==> src/hdl/iatl_pkg.sv <==
`timescale 1ns / 1ps

package iatl_pkg;

  // token kinds
  localparam logic [5:0] K_INDENT   = 6'd0;
  localparam logic [5:0] K_DEDENT   = 6'd1;
  localparam logic [5:0] K_EOL      = 6'd2;
  localparam logic [5:0] K_BOOL     = 6'd3;
  localparam logic [5:0] K_LET      = 6'd4;
  localparam logic [5:0] K_FOR      = 6'd5;
  localparam logic [5:0] K_WHILE    = 6'd6;
  localparam logic [5:0] K_MUT      = 6'd7;
  localparam logic [5:0] K_MOD      = 6'd8;
  localparam logic [5:0] K_USE      = 6'd9;
  localparam logic [5:0] K_TYPE     = 6'd10;
  localparam logic [5:0] K_MATCH    = 6'd11;
  localparam logic [5:0] K_IN       = 6'd12;
  localparam logic [5:0] K_AND      = 6'd13;
  localparam logic [5:0] K_OR       = 6'd14;
  localparam logic [5:0] K_NAME     = 6'd15;
  localparam logic [5:0] K_INT      = 6'd16;
  localparam logic [5:0] K_FLOAT    = 6'd17;
  localparam logic [5:0] K_STR      = 6'd18;
  localparam logic [5:0] K_COLON    = 6'd19;
  localparam logic [5:0] K_DOT      = 6'd20;
  localparam logic [5:0] K_LPAR     = 6'd21;
  localparam logic [5:0] K_RPAR     = 6'd22;
  localparam logic [5:0] K_LBRAC    = 6'd23;
  localparam logic [5:0] K_RBRAC    = 6'd24;
  localparam logic [5:0] K_SEMI     = 6'd25;
  localparam logic [5:0] K_PIPE     = 6'd26;
  localparam logic [5:0] K_BAR      = 6'd27;
  localparam logic [5:0] K_ARROW    = 6'd28;
  localparam logic [5:0] K_DEQ      = 6'd29;
  localparam logic [5:0] K_NOTEQ    = 6'd30;
  localparam logic [5:0] K_LESSEQ   = 6'd31;
  localparam logic [5:0] K_LESS     = 6'd32;
  localparam logic [5:0] K_GREATEQ  = 6'd33;
  localparam logic [5:0] K_GREAT    = 6'd34;
  localparam logic [5:0] K_EQ       = 6'd35;
  localparam logic [5:0] K_PLUSEQ   = 6'd36;
  localparam logic [5:0] K_PLUS     = 6'd37;
  localparam logic [5:0] K_MINUSEQ  = 6'd38;
  localparam logic [5:0] K_MINUS    = 6'd39;
  localparam logic [5:0] K_DSTAREQ  = 6'd40;
  localparam logic [5:0] K_DSTAR    = 6'd41;
  localparam logic [5:0] K_STAREQ   = 6'd42;
  localparam logic [5:0] K_STAR     = 6'd43;
  localparam logic [5:0] K_DSLASHEQ = 6'd44;
  localparam logic [5:0] K_DSLASH   = 6'd45;
  localparam logic [5:0] K_SLASHEQ  = 6'd46;
  localparam logic [5:0] K_SLASH    = 6'd47;
  localparam logic [5:0] K_EOF      = 6'd48;
  localparam logic [5:0] K_ERR      = 6'd49;

  // error codes
  localparam logic [1:0] E_UNEXPECTED = 2'd0;
  localparam logic [1:0] E_NL_IN_STR  = 2'd1;
  localparam logic [1:0] E_OPEN_STR   = 2'd2;

  // one result token
  typedef struct packed {
    logic [5:0]  kind;
    logic [15:0] line;
    logic [15:0] col;
    logic [31:0] off;
    logic [15:0] len;
    logic        bv;
    logic [1:0]  ec;
    logic [7:0]  bad;
    logic        last;
  } tok_t;

endpackage

==> src/hdl/iatl_in_if.sv <==
`timescale 1ns / 1ps

interface iatl_in_if;
  logic       valid;
  logic       ready;
  logic [7:0] source_byte;
  logic       end_of_input;

  modport source (output valid, output source_byte, output end_of_input, input ready);
  modport sink (input valid, input source_byte, input end_of_input, output ready);
endinterface

==> src/hdl/iatl_out_if.sv <==
`timescale 1ns / 1ps

interface iatl_out_if;
  logic        valid;
  logic        ready;
  logic [5:0]  token_kind;
  logic [15:0] start_line;
  logic [15:0] start_column;
  logic [31:0] value_offset;
  logic [15:0] value_length;
  logic        bool_value;
  logic [1:0]  error_code;
  logic [7:0]  bad_char;
  logic        last_of_run;

  modport source (output valid, output token_kind, output start_line, output start_column,
                  output value_offset, output value_length, output bool_value,
                  output error_code, output bad_char, output last_of_run, input ready);
  modport sink (input valid, input token_kind, input start_line, input start_column,
                input value_offset, input value_length, input bool_value,
                input error_code, input bad_char, input last_of_run, output ready);
endinterface

==> src/hdl/indent_aware_token_lexer.sv <==
`timescale 1ns / 1ps

// channel  | dir | transfer when        | payload
// in_chan  | in  | valid & ready        | source_byte, end_of_input
// out_chan | out | valid & ready        | token fields, last_of_run
// cfg      | in  | cfg_wr_en            | tab_width
//
// one byte is taken per cycle while in_chan.ready is high; its up to two tokens go to a four-entry output queue
// in_chan.ready drops when fewer than two queue entries are free
// end of input emits one dedent per open level then EOF, one per cycle while the queue has room
// no input is taken while that dedent run drains; later items are taken and dropped
// reset is synchronous; output stalls only back up through the queue

module indent_aware_token_lexer import iatl_pkg::*; #(
  parameter int MAX_DEPTH      = 32,
  parameter int POSITION_WIDTH = 16,
  parameter int KEYWORD_BYTES  = 5
) (
  input  logic       clk,
  input  logic       rst_n,
  iatl_in_if.sink    in_chan,
  iatl_out_if.source out_chan,
  input  logic       cfg_wr_en,
  input  logic [4:0] cfg_wr_data
);

  localparam int DW = $clog2(MAX_DEPTH + 1);
  localparam int PW = POSITION_WIDTH;
  localparam int KW = 8 * KEYWORD_BYTES;
  localparam logic [PW-1:0] POS_MAX = {PW{1'b1}};
  localparam logic [DW-1:0] DEPTH_MAX = DW'(MAX_DEPTH);

  // scan modes
  localparam logic [3:0] M_IDLE    = 4'd0;
  localparam logic [3:0] M_NAME    = 4'd1;
  localparam logic [3:0] M_NUMBER  = 4'd2;
  localparam logic [3:0] M_DOT     = 4'd3;
  localparam logic [3:0] M_STRING  = 4'd4;
  localparam logic [3:0] M_COMMENT = 4'd5;
  localparam logic [3:0] M_NL      = 4'd6;
  localparam logic [3:0] M_NLWS    = 4'd7;
  localparam logic [3:0] M_OP1     = 4'd8;
  localparam logic [3:0] M_OP2     = 4'd9;

  localparam logic [5:0] K_NONE = K_INDENT;

  function automatic logic is_alpha(input logic [7:0] ch);
    return (ch >= "a" && ch <= "z") || (ch >= "A" && ch <= "Z") || ch == "_";
  endfunction

  function automatic logic is_digit(input logic [7:0] ch);
    return ch >= "0" && ch <= "9";
  endfunction

  function automatic logic is_blank(input logic [7:0] ch);
    return ch == " " || ch == 8'h09;
  endfunction

  // keyword match on the first five bytes, low byte first; returns {bool, kind}
  function automatic logic [6:0] kw_lookup(input logic [39:0] w, input logic [15:0] n);
    logic [6:0] r;
    r = {1'b0, K_NAME};
    case (n)
      16'd2: begin
        if (w == 40'h00_00_00_6e_69) r = {1'b0, K_IN};
        else if (w == 40'h00_00_00_72_6f) r = {1'b0, K_OR};
      end
      16'd3: begin
        if (w == 40'h00_00_74_65_6c) r = {1'b0, K_LET};
        else if (w == 40'h00_00_72_6f_66) r = {1'b0, K_FOR};
        else if (w == 40'h00_00_74_75_6d) r = {1'b0, K_MUT};
        else if (w == 40'h00_00_64_6f_6d) r = {1'b0, K_MOD};
        else if (w == 40'h00_00_65_73_75) r = {1'b0, K_USE};
        else if (w == 40'h00_00_64_6e_61) r = {1'b0, K_AND};
      end
      16'd4: begin
        if (w == 40'h00_65_75_72_74) r = {1'b1, K_BOOL};
        else if (w == 40'h00_65_70_79_74) r = {1'b0, K_TYPE};
      end
      16'd5: begin
        if (w == 40'h65_73_6c_61_66) r = {1'b0, K_BOOL};
        else if (w == 40'h65_6c_69_68_77) r = {1'b0, K_WHILE};
        else if (w == 40'h68_63_74_61_6d) r = {1'b0, K_MATCH};
      end
      default: r = {1'b0, K_NAME};
    endcase
    return r;
  endfunction

  function automatic logic [5:0] single_kind(input logic [7:0] p);
    case (p)
      "|":     return K_BAR;
      "=":     return K_EQ;
      "<":     return K_LESS;
      ">":     return K_GREAT;
      "+":     return K_PLUS;
      "-":     return K_MINUS;
      "*":     return K_STAR;
      default: return K_SLASH;
    endcase
  endfunction

  function automatic logic [5:0] pair_kind(input logic [7:0] p, input logic [7:0] ch);
    logic [5:0] k;
    k = K_NONE;
    if (ch == ">") begin
      if (p == "|") k = K_PIPE;
      else if (p == "=") k = K_ARROW;
    end else if (ch == "=") begin
      case (p)
        "=":     k = K_DEQ;
        "!":     k = K_NOTEQ;
        "<":     k = K_LESSEQ;
        ">":     k = K_GREATEQ;
        "+":     k = K_PLUSEQ;
        "-":     k = K_MINUSEQ;
        "*":     k = K_STAREQ;
        "/":     k = K_SLASHEQ;
        default: k = K_NONE;
      endcase
    end
    return k;
  endfunction

  function automatic tok_t mk_tok(input logic [5:0] kind, input logic [PW-1:0] line,
                                  input logic [PW-1:0] col, input logic [31:0] off,
                                  input logic [15:0] len, input logic bv,
                                  input logic [1:0] ec, input logic [7:0] bad);
    tok_t t;
    t.kind = kind;
    t.line = 16'(line);
    t.col  = 16'(col);
    t.off  = off;
    t.len  = len;
    t.bv   = bv;
    t.ec   = ec;
    t.bad  = bad;
    t.last = 1'b0;
    return t;
  endfunction

  // lexer state
  logic [3:0]    mode_r, mode_nxt;
  logic [PW-1:0] cur_line_r, cur_line_nxt, cur_col_r, cur_col_nxt;
  logic [PW-1:0] tok_line_r, tok_line_nxt, tok_col_r, tok_col_nxt;
  logic [31:0]   byte_idx_r, byte_idx_nxt, val_start_r, val_start_nxt;
  logic [15:0]   val_cnt_r, val_cnt_nxt;
  logic [15:0]   prev_ind_r, prev_ind_nxt, run_ind_r, run_ind_nxt;
  logic [DW-1:0] depth_r, depth_nxt;
  logic [KW-1:0] kw_r, kw_nxt;
  logic [7:0]    pend_op_r, pend_op_nxt;
  logic          dq_r, dq_nxt, dot_seen_r, dot_seen_nxt, stopped_r, stopped_nxt;
  logic [4:0]    tab_r;
  logic          drain_r, drain_nxt;
  logic [DW-1:0] drain_cnt_r, drain_cnt_nxt;

  // per-byte work
  logic          in_fire, eoi;
  logic [7:0]    ch;
  logic [1:0]    n_e;
  tok_t          e_tok [2];
  logic          do_close, close_ok, go_fresh, do_adv;
  logic [5:0]    pk;
  logic [6:0]    kw_hit;
  logic [16:0]   ind_sum;
  logic [15:0]   cnt_inc;

  // queue side
  logic [1:0]    push_num;
  tok_t          push_tok0, push_tok1, drain_tok, head_tok;
  logic          room1, room2, head_valid, pop;

  assign ch       = in_chan.source_byte;
  assign eoi      = in_chan.end_of_input || (ch == 8'd0);
  assign in_fire  = in_chan.valid && in_chan.ready;
  assign in_chan.ready = room2 && !drain_r;
  assign cnt_inc  = (val_cnt_r != 16'hFFFF) ? val_cnt_r + 16'd1 : val_cnt_r;
  assign pk       = pair_kind(pend_op_r, ch);
  assign kw_hit   = kw_lookup(kw_r[39:0], val_cnt_r);
  assign ind_sum  = {1'b0, run_ind_r} + ((ch == 8'h09) ? 17'(tab_r) : 17'd1);

  // next state and emitted tokens for one accepted byte, and the end-of-input dedent run
  always_comb begin
    mode_nxt      = mode_r;
    cur_line_nxt  = cur_line_r;
    cur_col_nxt   = cur_col_r;
    tok_line_nxt  = tok_line_r;
    tok_col_nxt   = tok_col_r;
    byte_idx_nxt  = byte_idx_r;
    val_start_nxt = val_start_r;
    val_cnt_nxt   = val_cnt_r;
    prev_ind_nxt  = prev_ind_r;
    run_ind_nxt   = run_ind_r;
    depth_nxt     = depth_r;
    kw_nxt        = kw_r;
    pend_op_nxt   = pend_op_r;
    dq_nxt        = dq_r;
    dot_seen_nxt  = dot_seen_r;
    stopped_nxt   = stopped_r;
    drain_nxt     = drain_r;
    drain_cnt_nxt = drain_cnt_r;
    n_e           = 2'd0;
    e_tok[0]      = '0;
    e_tok[1]      = '0;
    do_close      = 1'b0;
    close_ok      = 1'b1;
    go_fresh      = 1'b0;
    do_adv        = 1'b0;

    if (in_fire && !stopped_r) begin
      if (eoi) begin
        if (mode_r == M_STRING) begin
          e_tok[0]    = mk_tok(K_ERR, tok_line_r, tok_col_r, 32'd0, 16'd0, 1'b0,
                               E_OPEN_STR, 8'd0);
          n_e         = 2'd1;
          stopped_nxt = 1'b1;
          mode_nxt    = M_IDLE;
        end else begin
          do_close = 1'b1;
        end
      end else begin
        case (mode_r)
          M_IDLE: go_fresh = 1'b1;
          M_NAME: begin
            if (is_alpha(ch) || is_digit(ch)) begin
              for (int i = 0; i < KEYWORD_BYTES; i++) begin
                if (val_cnt_r == 16'(i)) kw_nxt[8*i +: 8] = ch;
              end
              val_cnt_nxt = cnt_inc;
              do_adv      = 1'b1;
            end else begin
              do_close = 1'b1;
            end
          end
          M_NUMBER: begin
            if (is_digit(ch)) begin
              val_cnt_nxt = cnt_inc;
              do_adv      = 1'b1;
            end else if (ch == "." && !dot_seen_r) begin
              dot_seen_nxt = 1'b1;
              val_cnt_nxt  = cnt_inc;
              do_adv       = 1'b1;
            end else begin
              do_close = 1'b1;
            end
          end
          M_DOT: begin
            if (is_digit(ch)) begin
              mode_nxt     = M_NUMBER;
              dot_seen_nxt = 1'b1;
              val_cnt_nxt  = 16'd2;
              do_adv       = 1'b1;
            end else begin
              do_close = 1'b1;
            end
          end
          M_STRING: begin
            if (ch == (dq_r ? 8'h22 : 8'h27)) begin
              e_tok[0] = mk_tok(K_STR, tok_line_r, tok_col_r, val_start_r, val_cnt_r,
                                1'b0, E_UNEXPECTED, 8'd0);
              n_e      = 2'd1;
              mode_nxt = M_IDLE;
              do_adv   = 1'b1;
            end else if (ch == 8'h0a) begin
              e_tok[0]    = mk_tok(K_ERR, tok_line_r, tok_col_r, 32'd0, 16'd0, 1'b0,
                                   E_NL_IN_STR, 8'd0);
              n_e         = 2'd1;
              stopped_nxt = 1'b1;
              mode_nxt    = M_IDLE;
            end else begin
              val_cnt_nxt = cnt_inc;
              do_adv      = 1'b1;
            end
          end
          M_COMMENT: begin
            do_adv = 1'b1;
            if (ch == 8'h0a) mode_nxt = M_IDLE;
          end
          M_NL, M_NLWS: begin
            if (mode_r == M_NL && ch == 8'h0a) begin
              do_adv = 1'b1;
            end else if (is_blank(ch)) begin
              run_ind_nxt = ind_sum[16] ? 16'hFFFF : ind_sum[15:0];
              mode_nxt    = M_NLWS;
              do_adv      = 1'b1;
            end else begin
              do_close = 1'b1;
            end
          end
          M_OP1: begin
            if (pk != K_NONE) begin
              e_tok[0] = mk_tok(pk, tok_line_r, tok_col_r, 32'd0, 16'd0, 1'b0,
                                E_UNEXPECTED, 8'd0);
              n_e      = 2'd1;
              mode_nxt = M_IDLE;
              do_adv   = 1'b1;
            end else if ((pend_op_r == "*" || pend_op_r == "/") && ch == pend_op_r) begin
              mode_nxt = M_OP2;
              do_adv   = 1'b1;
            end else begin
              do_close = 1'b1;
            end
          end
          M_OP2: begin
            if (ch == "=") begin
              e_tok[0] = mk_tok((pend_op_r == "*") ? K_DSTAREQ : K_DSLASHEQ, tok_line_r,
                                tok_col_r, 32'd0, 16'd0, 1'b0, E_UNEXPECTED, 8'd0);
              n_e      = 2'd1;
              mode_nxt = M_IDLE;
              do_adv   = 1'b1;
            end else begin
              do_close = 1'b1;
            end
          end
          default: go_fresh = 1'b1;
        endcase
      end

      // close what the current mode holds
      if (do_close) begin
        mode_nxt = M_IDLE;
        case (mode_r)
          M_NAME: begin
            e_tok[0] = mk_tok(kw_hit[5:0], tok_line_r, tok_col_r, val_start_r, val_cnt_r,
                              kw_hit[6], E_UNEXPECTED, 8'd0);
            n_e      = 2'd1;
          end
          M_NUMBER: begin
            e_tok[0] = mk_tok(dot_seen_r ? K_FLOAT : K_INT, tok_line_r, tok_col_r,
                              val_start_r, val_cnt_r, 1'b0, E_UNEXPECTED, 8'd0);
            n_e      = 2'd1;
          end
          M_DOT: begin
            e_tok[0] = mk_tok(K_DOT, tok_line_r, tok_col_r, 32'd0, 16'd0, 1'b0,
                              E_UNEXPECTED, 8'd0);
            n_e      = 2'd1;
          end
          M_NL, M_NLWS: begin
            if (run_ind_r > prev_ind_r) begin
              if (depth_r < DEPTH_MAX) depth_nxt = depth_r + DW'(1);
              e_tok[0] = mk_tok(K_INDENT, tok_line_r, tok_col_r, 32'd0, 16'd0, 1'b0,
                                E_UNEXPECTED, 8'd0);
            end else if (run_ind_r < prev_ind_r) begin
              if (depth_r != '0) depth_nxt = depth_r - DW'(1);
              e_tok[0] = mk_tok(K_DEDENT, tok_line_r, tok_col_r, 32'd0, 16'd0, 1'b0,
                                E_UNEXPECTED, 8'd0);
            end else begin
              e_tok[0] = mk_tok(K_EOL, tok_line_r, tok_col_r, 32'd0, 16'd0, 1'b0,
                                E_UNEXPECTED, 8'd0);
            end
            prev_ind_nxt = run_ind_r;
            n_e          = 2'd1;
          end
          M_OP1: begin
            if (pend_op_r == "!") begin
              e_tok[0]    = mk_tok(K_ERR, tok_line_r, tok_col_r, 32'd0, 16'd0, 1'b0,
                                   E_UNEXPECTED, "!");
              stopped_nxt = 1'b1;
              close_ok    = 1'b0;
            end else begin
              e_tok[0] = mk_tok(single_kind(pend_op_r), tok_line_r, tok_col_r, 32'd0,
                                16'd0, 1'b0, E_UNEXPECTED, 8'd0);
            end
            n_e = 2'd1;
          end
          M_OP2: begin
            e_tok[0] = mk_tok((pend_op_r == "*") ? K_DSTAR : K_DSLASH, tok_line_r,
                              tok_col_r, 32'd0, 16'd0, 1'b0, E_UNEXPECTED, 8'd0);
            n_e      = 2'd1;
          end
          default: n_e = 2'd0;
        endcase
        if (close_ok) begin
          if (eoi) begin
            tok_line_nxt  = cur_line_r;
            tok_col_nxt   = cur_col_r;
            drain_cnt_nxt = depth_nxt;
            drain_nxt     = 1'b1;
            stopped_nxt   = 1'b1;
          end else begin
            go_fresh = 1'b1;
          end
        end
      end

      // start on a byte with nothing pending
      if (go_fresh) begin
        mode_nxt = M_IDLE;
        if (is_blank(ch)) begin
          do_adv = 1'b1;
        end else if (ch == "#") begin
          mode_nxt = M_COMMENT;
          do_adv   = 1'b1;
        end else begin
          tok_line_nxt  = cur_line_r;
          tok_col_nxt   = cur_col_r;
          val_start_nxt = byte_idx_r;
          val_cnt_nxt   = 16'd0;
          kw_nxt        = '0;
          dot_seen_nxt  = 1'b0;
          do_adv        = 1'b1;
          if (ch == 8'h0a) begin
            run_ind_nxt = 16'd0;
            mode_nxt    = M_NL;
          end else if (is_alpha(ch)) begin
            kw_nxt[7:0] = ch;
            val_cnt_nxt = 16'd1;
            mode_nxt    = M_NAME;
          end else if (is_digit(ch)) begin
            val_cnt_nxt = 16'd1;
            mode_nxt    = M_NUMBER;
          end else if (ch == ".") begin
            mode_nxt = M_DOT;
          end else if (ch == 8'h22 || ch == 8'h27) begin
            dq_nxt        = (ch == 8'h22);
            val_start_nxt = byte_idx_r + 32'd1;
            mode_nxt      = M_STRING;
          end else if (ch == ":" || ch == "(" || ch == ")" || ch == "[" || ch == "]" ||
                       ch == ";") begin
            case (ch)
              ":":     e_tok[n_e[0]] = mk_tok(K_COLON, cur_line_r, cur_col_r, 32'd0,
                                              16'd0, 1'b0, E_UNEXPECTED, 8'd0);
              "(":     e_tok[n_e[0]] = mk_tok(K_LPAR, cur_line_r, cur_col_r, 32'd0,
                                              16'd0, 1'b0, E_UNEXPECTED, 8'd0);
              ")":     e_tok[n_e[0]] = mk_tok(K_RPAR, cur_line_r, cur_col_r, 32'd0,
                                              16'd0, 1'b0, E_UNEXPECTED, 8'd0);
              "[":     e_tok[n_e[0]] = mk_tok(K_LBRAC, cur_line_r, cur_col_r, 32'd0,
                                              16'd0, 1'b0, E_UNEXPECTED, 8'd0);
              "]":     e_tok[n_e[0]] = mk_tok(K_RBRAC, cur_line_r, cur_col_r, 32'd0,
                                              16'd0, 1'b0, E_UNEXPECTED, 8'd0);
              default: e_tok[n_e[0]] = mk_tok(K_SEMI, cur_line_r, cur_col_r, 32'd0,
                                              16'd0, 1'b0, E_UNEXPECTED, 8'd0);
            endcase
            n_e = n_e + 2'd1;
          end else if (ch == "|" || ch == "=" || ch == "!" || ch == "<" || ch == ">" ||
                       ch == "+" || ch == "-" || ch == "*" || ch == "/") begin
            pend_op_nxt = ch;
            mode_nxt    = M_OP1;
          end else begin
            e_tok[n_e[0]] = mk_tok(K_ERR, cur_line_r, cur_col_r, 32'd0, 16'd0, 1'b0,
                                   E_UNEXPECTED, ch);
            n_e           = n_e + 2'd1;
            stopped_nxt   = 1'b1;
            do_adv        = 1'b0;
          end
        end
      end

      // position counters
      if (do_adv) begin
        byte_idx_nxt = byte_idx_r + 32'd1;
        if (ch == 8'h0a) begin
          cur_line_nxt = (cur_line_r != POS_MAX) ? cur_line_r + PW'(1) : cur_line_r;
          cur_col_nxt  = PW'(1);
        end else begin
          cur_col_nxt = (cur_col_r != POS_MAX) ? cur_col_r + PW'(1) : cur_col_r;
        end
      end

      // mark the final token of this byte
      if (!drain_nxt) begin
        if (n_e == 2'd2) e_tok[1].last = 1'b1;
        else if (n_e == 2'd1) e_tok[0].last = 1'b1;
      end
    end

    // end-of-input dedent run
    drain_tok = mk_tok((drain_cnt_r != '0) ? K_DEDENT : K_EOF, tok_line_r, tok_col_r,
                       32'd0, 16'd0, 1'b0, E_UNEXPECTED, 8'd0);
    drain_tok.last = (drain_cnt_r == '0);
    if (drain_r && room1) begin
      if (drain_cnt_r != '0) drain_cnt_nxt = drain_cnt_r - DW'(1);
      else drain_nxt = 1'b0;
    end
  end

  // queue write side
  always_comb begin
    if (drain_r) begin
      push_num  = room1 ? 2'd1 : 2'd0;
      push_tok0 = drain_tok;
      push_tok1 = drain_tok;
    end else begin
      push_num  = n_e;
      push_tok0 = e_tok[0];
      push_tok1 = e_tok[1];
    end
  end

  // state registers
  always_ff @(posedge clk) begin
    if (!rst_n) begin
      mode_r      <= M_IDLE;
      cur_line_r  <= PW'(1);
      cur_col_r   <= PW'(1);
      tok_line_r  <= PW'(1);
      tok_col_r   <= PW'(1);
      byte_idx_r  <= 32'd0;
      val_start_r <= 32'd0;
      val_cnt_r   <= 16'd0;
      prev_ind_r  <= 16'd0;
      run_ind_r   <= 16'd0;
      depth_r     <= '0;
      kw_r        <= '0;
      pend_op_r   <= 8'd0;
      dq_r        <= 1'b0;
      dot_seen_r  <= 1'b0;
      stopped_r   <= 1'b0;
      drain_r     <= 1'b0;
      drain_cnt_r <= '0;
    end else begin
      mode_r      <= mode_nxt;
      cur_line_r  <= cur_line_nxt;
      cur_col_r   <= cur_col_nxt;
      tok_line_r  <= tok_line_nxt;
      tok_col_r   <= tok_col_nxt;
      byte_idx_r  <= byte_idx_nxt;
      val_start_r <= val_start_nxt;
      val_cnt_r   <= val_cnt_nxt;
      prev_ind_r  <= prev_ind_nxt;
      run_ind_r   <= run_ind_nxt;
      depth_r     <= depth_nxt;
      kw_r        <= kw_nxt;
      pend_op_r   <= pend_op_nxt;
      dq_r        <= dq_nxt;
      dot_seen_r  <= dot_seen_nxt;
      stopped_r   <= stopped_nxt;
      drain_r     <= drain_nxt;
      drain_cnt_r <= drain_cnt_nxt;
    end
  end

  // tab width register
  always_ff @(posedge clk) begin
    if (!rst_n) begin
      tab_r <= 5'd8;
    end else if (cfg_wr_en) begin
      tab_r <= cfg_wr_data;
    end
  end

  iatl_fifo u_fifo (
    .clk        (clk),
    .rst_n      (rst_n),
    .push_num   (push_num),
    .push_tok0  (push_tok0),
    .push_tok1  (push_tok1),
    .room1      (room1),
    .room2      (room2),
    .head_valid (head_valid),
    .head_tok   (head_tok),
    .pop        (pop)
  );

  // result channel
  assign pop                   = head_valid && out_chan.ready;
  assign out_chan.valid        = head_valid;
  assign out_chan.token_kind   = head_tok.kind;
  assign out_chan.start_line   = head_tok.line;
  assign out_chan.start_column = head_tok.col;
  assign out_chan.value_offset = head_tok.off;
  assign out_chan.value_length = head_tok.len;
  assign out_chan.bool_value   = head_tok.bv;
  assign out_chan.error_code   = head_tok.ec;
  assign out_chan.bad_char     = head_tok.bad;
  assign out_chan.last_of_run  = head_tok.last;

endmodule

==> src/hdl/iatl_fifo.sv <==
`timescale 1ns / 1ps

module iatl_fifo import iatl_pkg::*; (
  input  logic       clk,
  input  logic       rst_n,
  input  logic [1:0] push_num,
  input  tok_t       push_tok0,
  input  tok_t       push_tok1,
  output logic       room1,
  output logic       room2,
  output logic       head_valid,
  output tok_t       head_tok,
  input  logic       pop
);

  tok_t       mem_r [4];
  logic [1:0] wr_ptr_r, rd_ptr_r;
  logic [2:0] count_r;
  logic [1:0] wr_ptr1;

  assign wr_ptr1    = wr_ptr_r + 2'd1;
  assign room1      = (count_r <= 3'd3);
  assign room2      = (count_r <= 3'd2);
  assign head_valid = (count_r != 3'd0);
  assign head_tok   = mem_r[rd_ptr_r];

  // token storage
  always_ff @(posedge clk) begin
    if (push_num != 2'd0) begin
      mem_r[wr_ptr_r] <= push_tok0;
    end
    if (push_num == 2'd2) begin
      mem_r[wr_ptr1] <= push_tok1;
    end
  end

  // pointers and fill count
  always_ff @(posedge clk) begin
    if (!rst_n) begin
      wr_ptr_r <= 2'd0;
      rd_ptr_r <= 2'd0;
      count_r  <= 3'd0;
    end else begin
      wr_ptr_r <= wr_ptr_r + push_num;
      rd_ptr_r <= rd_ptr_r + {1'b0, pop};
      count_r  <= count_r + {1'b0, push_num} - {2'b0, pop};
    end
  end

endmodule

==> src/flat_wrapper.sv <==
// flat-port wrapper written by rule: the top's interface ports become plain ports
module indent_aware_token_lexer_flat import iatl_pkg::*;
#(
  parameter int MAX_DEPTH      = 32,
  parameter int POSITION_WIDTH = 16,
  parameter int KEYWORD_BYTES  = 5
)
  (clk, rst_n, cfg_wr_en, cfg_wr_data, in_chan_valid, in_chan_source_byte, in_chan_end_of_input, in_chan_ready, out_chan_valid, out_chan_token_kind, out_chan_start_line, out_chan_start_column, out_chan_value_offset, out_chan_value_length, out_chan_bool_value, out_chan_error_code, out_chan_bad_char, out_chan_last_of_run, out_chan_ready);
  iatl_in_if in_chan_i ();
  iatl_out_if out_chan_i ();
  input  logic clk;
  input  logic rst_n;
  input  logic cfg_wr_en;
  input  logic [4:0] cfg_wr_data;
  input wire logic [$bits(in_chan_i.valid)-1:0] in_chan_valid;
  input wire logic [$bits(in_chan_i.source_byte)-1:0] in_chan_source_byte;
  input wire logic [$bits(in_chan_i.end_of_input)-1:0] in_chan_end_of_input;
  output wire logic [$bits(in_chan_i.ready)-1:0] in_chan_ready;
  output wire logic [$bits(out_chan_i.valid)-1:0] out_chan_valid;
  output wire logic [$bits(out_chan_i.token_kind)-1:0] out_chan_token_kind;
  output wire logic [$bits(out_chan_i.start_line)-1:0] out_chan_start_line;
  output wire logic [$bits(out_chan_i.start_column)-1:0] out_chan_start_column;
  output wire logic [$bits(out_chan_i.value_offset)-1:0] out_chan_value_offset;
  output wire logic [$bits(out_chan_i.value_length)-1:0] out_chan_value_length;
  output wire logic [$bits(out_chan_i.bool_value)-1:0] out_chan_bool_value;
  output wire logic [$bits(out_chan_i.error_code)-1:0] out_chan_error_code;
  output wire logic [$bits(out_chan_i.bad_char)-1:0] out_chan_bad_char;
  output wire logic [$bits(out_chan_i.last_of_run)-1:0] out_chan_last_of_run;
  input wire logic [$bits(out_chan_i.ready)-1:0] out_chan_ready;
  assign in_chan_i.valid = in_chan_valid;
  assign in_chan_i.source_byte = in_chan_source_byte;
  assign in_chan_i.end_of_input = in_chan_end_of_input;
  assign in_chan_ready = in_chan_i.ready;
  assign out_chan_valid = out_chan_i.valid;
  assign out_chan_token_kind = out_chan_i.token_kind;
  assign out_chan_start_line = out_chan_i.start_line;
  assign out_chan_start_column = out_chan_i.start_column;
  assign out_chan_value_offset = out_chan_i.value_offset;
  assign out_chan_value_length = out_chan_i.value_length;
  assign out_chan_bool_value = out_chan_i.bool_value;
  assign out_chan_error_code = out_chan_i.error_code;
  assign out_chan_bad_char = out_chan_i.bad_char;
  assign out_chan_last_of_run = out_chan_i.last_of_run;
  assign out_chan_i.ready = out_chan_ready;
  indent_aware_token_lexer #(.MAX_DEPTH(MAX_DEPTH), .POSITION_WIDTH(POSITION_WIDTH), .KEYWORD_BYTES(KEYWORD_BYTES)) u_core (.clk(clk), .rst_n(rst_n), .in_chan(in_chan_i), .out_chan(out_chan_i), .cfg_wr_en(cfg_wr_en), .cfg_wr_data(cfg_wr_data));
endmodule
==> config.mk <==
export PLATFORM = sky130hd
export DESIGN_NAME = indent_aware_token_lexer_flat
export DESIGN_NICKNAME = d
export VERILOG_FILES = /design/src/hdl/iatl_pkg.sv /design/src/hdl/iatl_in_if.sv /design/src/hdl/iatl_out_if.sv /design/src/hdl/indent_aware_token_lexer.sv /design/src/hdl/iatl_fifo.sv /design/src/flat_wrapper.sv
export SDC_FILE = /design/constraint.sdc
export NUM_CORES = 2
export LEC_CHECK = 0
export BUFFER_PORTS_ARGS = -buffer_cell sky130_fd_sc_hd__buf_2
export CAP_MARGIN = 20
export CELL_PAD_IN_SITES_DETAIL_PLACEMENT = 2
export CELL_PAD_IN_SITES_GLOBAL_PLACEMENT = 2
export CORE_MARGIN = 5
export CORE_UTILIZATION = 25
export DETAILED_ROUTE_END_ITERATION = 8
export PLACE_DENSITY = 0.49
export RECOVER_POWER = 100
export SLEW_MARGIN = 10
export SYNTH_ARGS = -nofsm -noshare
export SYNTH_HDL_FRONTEND = slang
export SYNTH_SLANG_ARGS = --single-unit
==> constraint.sdc <==
create_clock -name clk -period 18.82 [get_ports clk]
set_input_delay 2.823 -clock clk [delete_from_list [all_inputs] [get_ports clk]]
set_output_delay 2.823 -clock clk [all_outputs]
set_load 0.02 [all_outputs]
==> impl_metrics.ini <==
[global_routing]
grt-ovfl-total = 0
grt_start_max_net_pins = 99
globalRouteTotalUtil = 0.1740
antenna_found_initial = 3
wire_length_of_the_first_global_routing_pass_um = 189600
first_global_vias = 28520

[logic_synthesis]
synth_seq_area_share = 0.4986
synth_fp_nets = 3215
synth.yosys.warnings = 0
yosys-top-cells-area = sky130_fd_sc_hd__edfxtp_1 (35%), sky130_fd_sc_hd__dfxtp_1 (15%), sky130_fd_sc_hd__mux4_2 (6.5%), sky130_fd_sc_hd__mux2i_1 (5.1%), sky130_fd_sc_hd__nor2_1 (3.9%)
post-synth-top-area-fraction = 0.3474
netlist_area_um2 = 33890
netlist-cell-type-count = 102
synthesized_instance_count = 3155
most_frequent_cell_after_synthesis = sky130_fd_sc_hd__edfxtp_1
synth-seq-cells = 648
synthArstFlopShare = 0
post-synth-top-area-cell = sky130_fd_sc_hd__edfxtp_1
synth_flop_cell = sky130_fd_sc_hd__edfxtp_1
synthesis.area_per_instance_um2 = 10.74
synth_enable_flop_cells = 392
synth_common_cells = sky130_fd_sc_hd__edfxtp_1 (392), sky130_fd_sc_hd__nor2_1 (350), sky130_fd_sc_hd__nand2_1 (259)

[route]
post-route-drc-count = 0
antenna_left = 0
drt-wirelength-per-cell_um = 25.09
first_iter_violations = 1332
detail_route.vias_per_cell = 5.162
dr.pass1.iters = 5
totalWireLength_um = 126200
vias = 25970

[critical_path]
timing.critical_path.arrival_ps = 12800
timing.critical_path.fanout_max = 40
setup.worst_path.class = input pin to flip-flop
worst_path_largest_cell_delay_ps = 2180
worstSetupStartpointType = input pin
critical_path.top_delay_family = buffers and inverters
cp_slowest_cell = sky130_fd_sc_hd__clkbuf_1
cp.required_ps = 19040
crit_path_cell_trace = clkbuf_1 > or4_1 > o211ai_1 > o21ai_0 > o22ai_1 > or3_2 > o21ai_0 > clkinvlp_2 > ha_1 > a31oi_1 > o31ai_1 > nor4_1 > o21bai_1 > clkbuf_1
timing.critical_path.buf_inv = 3
end_kind = flip-flop

[die]
die-height_um = 378.2
die_area_um2 = 143000
initial_utilization = 0.2508
fp-row-count = 135
die_x_um = 378.2
design.portCount = 119
core_area_um2 = 135100

[timing]
fmaxAchievable_mhz = 79.48
maxSlewHeadroom = -1.698
final_max_slew_viol_count = 722
finClkSkew_ps = 21.04
tightestPinTransition_ps = 4047
report.final.hold_viol_count = 0
final-setup-viol-count = 0
unrepaired_setup_endpoints_after_global_routing = no
period_needed_ps = 12580
layout_worst_path_cycle_share = 0.6685
setup_total_negative_slack_ps = 0

[clock_network]
clock_tree.root_cell = sky130_fd_sc_hd__clkbuf_16
cts_hold_buffers = 0
cts_tree = done
cts.htree.levels = 3
post-cts-setup-buffers = 0
clk_transition_reported_paths_ps = 50
ctsResizeCount = 0
cts_inserted_buffers = 86
cts.sinks = 648
worst_skew_pair.late_latency_ps = 680
cts_buffer_depth = 3

[place]
place_congestion = 0.8351
detailed_place_hpwl_um = 81440
place_area_um2 = 36320
buffer_ports.inserted = 118

[layout]
post_route_cells_drive_above_1_share = 0.1133
final_core_utilization = 0.2888
num-nets-final = 3236
fillcell_total = 14690
area_delta_synth_final_pct = 15.14
final_area_um2 = 39020

[power]
total_leakage_power_nw = 14.00
pwr_density_cell_nw_per_um2 = 123.2
vdd_ir_drop_max_v = 0.0001071

[outcome]
run_status = complete, but fails checks
failing_checks = capacitance limit, slew limit

[hold_path]
hold_path_class = flip-flop to flip-flop

[flow_run]
maxCapViolCount = 23
## metal layers
layer / vias up / wire (um) / part of all wire / GRT usage
met5: - / 0 / 0 / 0
met4: 0 / 3060 / 0.024 / 0.04965
met3: 164 / 4154 / 0.033 / 0.02292
met2: 372 / 60130 / 0.48 / 0.2944
met1: 13550 / 58890 / 0.47 / 0.2335
li1: 11890 / - / - / -
## sequential cells by signal (all words and copies together), names as in the netlist, 2 cells and up
name	flops
u_core.u_fifo.mem_r	392
u_core.kw_r	40
u_core.byte_idx_r	32
u_core.val_start_r	32
u_core.cur_col_r	16
u_core.cur_line_r	16
u_core.prev_ind_r	16
u_core.run_ind_r	16
u_core.tok_col_r	16
u_core.tok_line_r	16
u_core.val_cnt_r	16
u_core.pend_op_r	8
u_core.depth_r	6
u_core.drain_cnt_r	6
u_core.tab_r	5
u_core.mode_r	4
u_core.u_fifo.count_r	3
u_core.u_fifo.rd_ptr_r	2
u_core.u_fifo.wr_ptr_r	2
## metrics by stage
| step | setup slack, ps | cells | total power, mW | hold slack [ps] |
|---|---|---|---|---|
| floorplan | 5192 | 3155 | 2.621 | 432.7 |
| global placement | 9792 | 4866 | 3.131 | 448.8 |
| detailed placement | 9527 | 4868 | 3.158 | 461.2 |
| CTS | 10270 | 5029 | 4.946 | 475.3 |
| global route | 5299 | 5030 | 5.050 | 494.5 |
| finish | 6238 | 5031 | 4.807 | 473.0 |
## final timing paths
kind,startpoint,endpoint,slack (ps),cells past startpoint
hold reg to reg,u_core.kw_r[39]$_SDFFE_PN0P_,u_core.kw_r[39]$_SDFFE_PN0P_,470,1
setup / recovery,in_chan_source_byte[0],u_core.u_fifo.mem_r[2][33]$_SDFFCE_PP0P_,6240,14
hold / removal,u_core.kw_r[39]$_SDFFE_PN0P_,u_core.kw_r[39]$_SDFFE_PN0P_,470,1
setup reg to reg,u_core.pend_op_r[3]$_SDFFE_PN0P_,u_core.u_fifo.mem_r[2][33]$_SDFFCE_PP0P_,8880,13
## worst register-to-register path, delay by kind of cell, from the launching register on
kind | cells | cell delay [ps]
AND/OR/NAND/NOR | 6 | 2560
AO/OA/AOI/OAI | 4 | 2450
buffers and inverters | 2 | 3240
adder cells (fa/ha/maj) | 1 | 570
flip-flops | 1 | 650
## layout by cell type (no fill, tap or decap), drive strengths merged, types with 28 or more instances in the layout
| cell type | n |
|---|---|
| inv | 58 |
| nor2b | 36 |
| nor2 | 351 |
| edfxtp | 392 |
| nand2 | 259 |
| and3 | 154 |
| nor4 | 47 |
| nand4 | 36 |
| a21oi | 155 |
| clkbuf | 231 |
| nand2b | 28 |
| xor2 | 30 |
| nor3 | 90 |
| nand3 | 86 |
| o2bb2ai | 33 |
| mux4 | 98 |
| o21ai | 101 |
| a22oi | 79 |
| mux2i | 172 |
| buf | 53 |
| a211oi | 44 |
| xnor2 | 70 |
| ha | 39 |
| dfxtp | 256 |
## final cells by class
cell class	count	area, um^2	share of cell area
multi-input combinational	2214	15840	0.4060
timing repair buffer	169	825.8	0.02116
antenna	1	2.502	0.00006413
inverter	57	216.5	0.005547
clock inverter	46	610.6	0.01565
tap	1781	2228	0.05711
clock buffer	115	2395	0.06137
sequential	648	16900	0.4331
## power by group
part	internal, mW	switching, mW	total (mW)
Sequential	1.70	0.0888	1.79
Clock	1.07	0.682	1.75
Combinational	0.371	0.897	1.27
## logic make-up after synthesis
| group | after synthesis | synth area share |
|---|---|---|
| AOI/OAI and AO/OA | 562 | 0.1215 |
| DFF | 648 | 0.4986 |
| buffers and inverters | 293 | 0.03592 |
| and+or+nand+nor | 1239 | 0.1860 |
| adders and majority gates | 42 | 0.01588 |
| muxes | 271 | 0.1163 |
| xor gates and xnor gates | 100 | 0.02584 |
No activity file was read; power rests on OpenSTA's default activity.
